**src/rtl/recency_weighted_max_heap_core_macros.svh**
```systemverilog
// ----------------------------------------------------------------------------
// Assertion macros for the recency weighted max heap core
// Clocked on clk_i and disabled while rst_ni is low.
// ----------------------------------------------------------------------------
`ifndef RECENCY_WEIGHTED_MAX_HEAP_CORE_MACROS_SVH
`define RECENCY_WEIGHTED_MAX_HEAP_CORE_MACROS_SVH
`ifndef SYNTHESIS
`define RWMH_ASSERT(lbl, prop) \
  lbl: assert property (@(posedge clk_i) disable iff (!rst_ni) prop) \
    else $error("rwmh assertion failed");
`define RWMH_ASSERT_IMPL(lbl, ante, cons) \
  `RWMH_ASSERT(lbl, (ante) |-> (cons))
`else
`define RWMH_ASSERT(lbl, prop)
`define RWMH_ASSERT_IMPL(lbl, ante, cons)
`endif
`endif

```
**src/rtl/rwmh_ram.sv**
```systemverilog
// ----------------------------------------------------------------------------
// rwmh_ram
// Generic simple dual-port RAM with one write port and a registered read.
// ----------------------------------------------------------------------------
`timescale 1ns / 1ps
module rwmh_ram #(
  parameter int unsigned WIDTH = 8,
  parameter int unsigned DEPTH = 32,
  localparam int unsigned AW = (DEPTH > 1) ? $clog2(DEPTH) : 1
) (
  input  logic             clk_i,
  input  logic             we_i,
  input  logic [AW-1:0]    waddr_i,
  input  logic [WIDTH-1:0] wdata_i,
  input  logic [AW-1:0]    raddr_i,
  output logic [WIDTH-1:0] rdata_o
);
  logic [WIDTH-1:0] mem_q [DEPTH];
  logic [WIDTH-1:0] rdata_q;

  always_ff @(posedge clk_i) begin
    if (we_i) begin
      mem_q[waddr_i] <= wdata_i;
    end
    rdata_q <= mem_q[raddr_i];
  end

  assign rdata_o = rdata_q;
endmodule
```
**config.mk**
```make
export PLATFORM = sky130hd
export DESIGN_NAME = rwmh_ram
export DESIGN_NICKNAME = d
export VERILOG_FILES = /design/src/rtl/recency_weighted_max_heap_core_macros.svh /design/src/rtl/rwmh_ram.sv
export SDC_FILE = /design/constraint.sdc
export NUM_CORES = 1
export LEC_CHECK = 0
export BUFFER_PORTS_ARGS = -buffer_cell sky130_fd_sc_hd__buf_2
export CORE_AREA = 2 2 153 155
export DETAILED_ROUTE_END_ITERATION = 7
export DIE_AREA = 0 0 155 157
export GPL_TIMING_DRIVEN = 0
export PLACE_DENSITY = 0.7
export SYNTH_ARGS = -nofsm -noshare
export SYNTH_HDL_FRONTEND = slang
export SYNTH_SLANG_ARGS = --single-unit
```
**constraint.sdc**
```tcl
create_clock -name clk_i -period 5.1 [get_ports clk_i]
set_input_delay 0.765 -clock clk_i [delete_from_list [all_inputs] [get_ports clk_i]]
set_output_delay 0.765 -clock clk_i [all_outputs]
set_load 0.01 [all_outputs]
```
# Yosys cells after proc, flatten, opt, wreduce, memory -nomap -nowiden
# Memories as Yosys holds them, arrays and structs flattened. A register that Yosys moved wholly into a read port is not among the register bits.
# Index checks and enable logic that the tools add are counted.
# Widths: inputs -> output; s select.
# totals
register_bits	0
mem_bits_rw	256
input_bits	20
output_inout_bits	8
word_cells	3
memories	1
# mem_list
name	depth	word_bits	read_ports	rd_clocked_by_memory_dff	write_ports	line	text
mem_q	32	8	1	1	1	rwmh_ram.sv:18	logic [WIDTH-1:0] mem_q [DEPTH];
# op_classes
mux	2
# op_table
op	count
$mux 1	2

# Logic depth before layout (Yosys ltp)
# depth
depth_word	2
depth_mapped	5
mapped_depth_nobuf	3

# Least setup slack after synthesis
# No wires, ideal clock.
# synth_timing
path_kind	in2reg
startpoint	input port raddr_i[2]
endpoint	register rdata_q[0], in the netlist rdata_o[0] (read register of mem_q)
setup_ps	121
arrival_ps	2447
required_time_ps	4979
path_slack_ps	2533
cell_stages	5
n_path_buf	2
cell_sequence	clkbuf_1 > clkbuf_1 > mux4_2 > mux4_2 > mux2_2
# synth_rtl
item	line	text
start, declared	rwmh_ram.sv:15	input logic [AW-1:0] raddr_i,
end, declared	rwmh_ram.sv:19	logic [WIDTH-1:0] rdata_q;

==> results.sh <==
export IMPL_reg2reg_depth=3
export IMPL_vias=4484
export IMPL_busiest_layer="met2"
export IMPL_ir_drop_mv=0.209
export IMPL_drive_gt1_share_pct=33.5
export IMPL_hold_violations=0
export IMPL_gp_congestion=0.806
export IMPL_gr_total_overflow=0
export IMPL_grt_setup_unrepaired="false"
export IMPL_nNetsFinal=488
export IMPL_drt_first_pass_iters=5
export IMPL_critPathLaunchType="input pin"
export IMPL_grt_met2_usage_pct=26.1
export IMPL_period_share_pct=53.4
export IMPL_area_delta_synth_final_pct=14.1
export IMPL_placement_io_buffers=22
export IMPL_hold_buffers=0
export IMPL_die_height_um=157
export IMPL_fmax_ghz=0.367
export IMPL_met3_usage_pct=3.14
export IMPL_finalSetupViolations=0
export IMPL_postRouteAntennaNets=0
export IMPL_path_class="in2reg"
export IMPL_diodes=0
export IMPL_post_cts_resized=0
export IMPL_cts_setup_buffers=0
export IMPL_rrSetupSlack_ns=3.27
export IMPL_clock_latency_ns=0.53
export IMPL_ys_ff_latch=264
export IMPL_avgSynthCellArea_um2=24.1
export IMPL_initial_core_util_pct=44.7
export IMPL_required_ns=5.51
export IMPL_nFillCells=1706
export IMPL_grt_pass1_vias=4568
export IMPL_synth_seq_area_share_pct=78.1
export IMPL_wirelength_mm=20.1
export IMPL_critical_path_endpoint="rdata_o[4]"
export IMPL_cts_htree_levels=1
export IMPL_synth_top_area_cell="edfxtp_1"
export IMPL_cts_inserted_buffers=27
export IMPL_worst_pin_slew_ns=0.910
export IMPL_yosys_warnings=0
export IMPL_wl_per_cell_um=26.0
export IMPL_register_area_um2=7850
export IMPL_hold_class="in2reg"
export IMPL_cts_tree="yes"
export IMPL_num_rows=55
export IMPL_clock_sinks=264
export IMPL_maxSlewHeadroom_pct=39.1
export IMPL_finalSetupTns_ns=0
export IMPL_path_clk_slew_ns=0.06
export IMPL_finish_utilization_pct=51.0
export IMPL_io_pins=28
export IMPL_grt_start_max_net_pins=33
export IMPL_synthTopCellsByArea="edfxtp_1 (76%), mux4_2 (18%), dfxtp_1 (1.6%), nor2_1 (1.2%), mux2_2 (0.90%)"
export IMPL_synth_fp_nets=437
export IMPL_die_w_um=155
export IMPL_arrival_ns=3.14
export IMPL_skew_ns=0.00855
export IMPL_grt_use_total_pct=16.8
export IMPL_grt_antenna_before_repair=0
export IMPL_drv_slew=0
export IMPL_dp_hpwl_mm=12.9
export IMPL_ys_types=15
export IMPL_core_um2=22500
export IMPL_crit_fanout=10
export IMPL_vias_per_cell=5.79
export IMPL_fin_crit_ns=2.72
export IMPL_reg2reg_to="rdata_o[4]"
export IMPL_multiInputGateArea_um2=2100
export IMPL_crit_start="raddr_i[2]"
export IMPL_r2r_start="mem_q[21][4]"
export IMPL_drt_iter0_markers=506
export IMPL_synth_area_um2=10100
export IMPL_p_leak_nw=3.56
export IMPL_grt_pass1_wl_mm=29.6
export IMPL_root_buffer="clkbuf_16"
export IMPL_drc_errors=0
export IMPL_drv_cap=0
export IMPL_met1_usage_pct=25.1
export IMPL_synth_top_area_share_pct=76.5
export IMPL_cts_buffer_depth=3
export IMPL_die_area_um2=24300
export IMPL_end_kind="flip-flop"
export IMPL_syn_inst=417
export IMPL_powerDensity_nw_per_um2=412
export IMPL_status="finished clean"
[critical path: stages]
cell and delay, ns:
clkbuf_1 0.41, buf_1 0.67, mux4_2 0.47, mux4_2 0.52, mux2_2 0.29
[per-layer routing]
layer	part of all wire, %	vias to the layer above
li1	-	1880
met1	43	2395
met2	47	182
met3	7.4	27
met4	1.8	0
met5	0	-
[synthesized netlist by cell type, drive strengths merged]
library cell	n
nand3	2
clkbuf	6
buf	14
mux4	80
nor2	33
or3	1
edfxtp	256
dfxtp	8
or3b	3
nand3b	5
nand2	1
mux2	8
[power breakdown]
group / leakage (nW) / internal, mW / switching [mW] / total, mW
Sequential: 2.37 / 2.41 / 0.00778 / 2.42
Clock: 0.453 / 1.27 / 0.796 / 2.07
Combinational: 0.733 / 0.0983 / 0.133 / 0.231
Total: 3.56 / 3.78 / 0.937 / 4.72
[stage by stage]
step | total power [mW] | hold slack, ns | cells | cell area, um2 | setup slack (ns)
finish | 4.72 | 0.740 | 774 | 11500 | 2.38
global route | 4.84 | 0.758 | 774 | 11500 | 2.27
CTS | 4.74 | 0.721 | 774 | 11500 | 2.34
detailed placement | 2.70 | 0.925 | 724 | 10500 | 1.80
global placement | 2.69 | 0.919 | 724 | 10500 | 1.80
floorplan | 2.60 | 0.864 | 417 | 10100 | 2.53
[sequential cells by signal, summed over array words and instances (netlist names)]
signal,cells
rdata_o,8
mem_q,256
[layout by cell type, fill, tap and decap left out]
master | Yosys | routed
edfxtp_1 | 256 | 256
mux4_2 | 80 | 80
nor2_1 | 33 | 33
clkbuf_16 | 0 | 27
buf_2 | 1 | 23
mux2_2 | 8 | 8
dfxtp_1 | 8 | 8
clkbuf_1 | 6 | 7
buf_4 | 6 | 6
buf_1 | 6 | 6
clkinv_1 | 0 | 6
bufinv_16 | 0 | 6
nand3b_1 | 5 | 5
clkinv_2 | 0 | 5
clkinvlp_4 | 0 | 4
or3b_2 | 3 | 3
nand3_1 | 2 | 2
buf_6 | 1 | 1
nand2_1 | 1 | 1
or3_1 | 1 | 1
inv_6 | 0 | 1
[worst min path at each step]
| stage | startpoint | end | depth (start not counted) |
|---|---|---|---|
| finish | wdata_i[0] | mem_q[23][0] | 1 |
| floorplan | wdata_i[0] | mem_q[0][0] | 0 |
| global placement | mem_q[4][5] | rdata_o[5] | 3 |
| CTS | wdata_i[0] | mem_q[31][0] | 1 |
| detailed placement | mem_q[5][6] | rdata_o[6] | 3 |
| global route | wdata_i[0] | mem_q[20][0] | 1 |
[cell families (layout without fill, tap and decap cells)]
logic type             Yosys count  count (layout)  synth area share, %
buffers and inverters           20              92                 1.06
multiplexers                    88              88                 18.8
flip-flops                     264             264                 78.1
AND/OR/NAND/NOR                 45              45                 2.07
[area by class of cell]
type,count,area share [%]
well taps,285,3.11
clock inverters,22,2.32
plain buffers,20,0.928
flip-flops and latches,264,68.4
multi-input cells,133,18.3
clock buffers,28,5.93
repair buffers,22,0.960
Note: power is estimated with default switching activity, not from simulation.
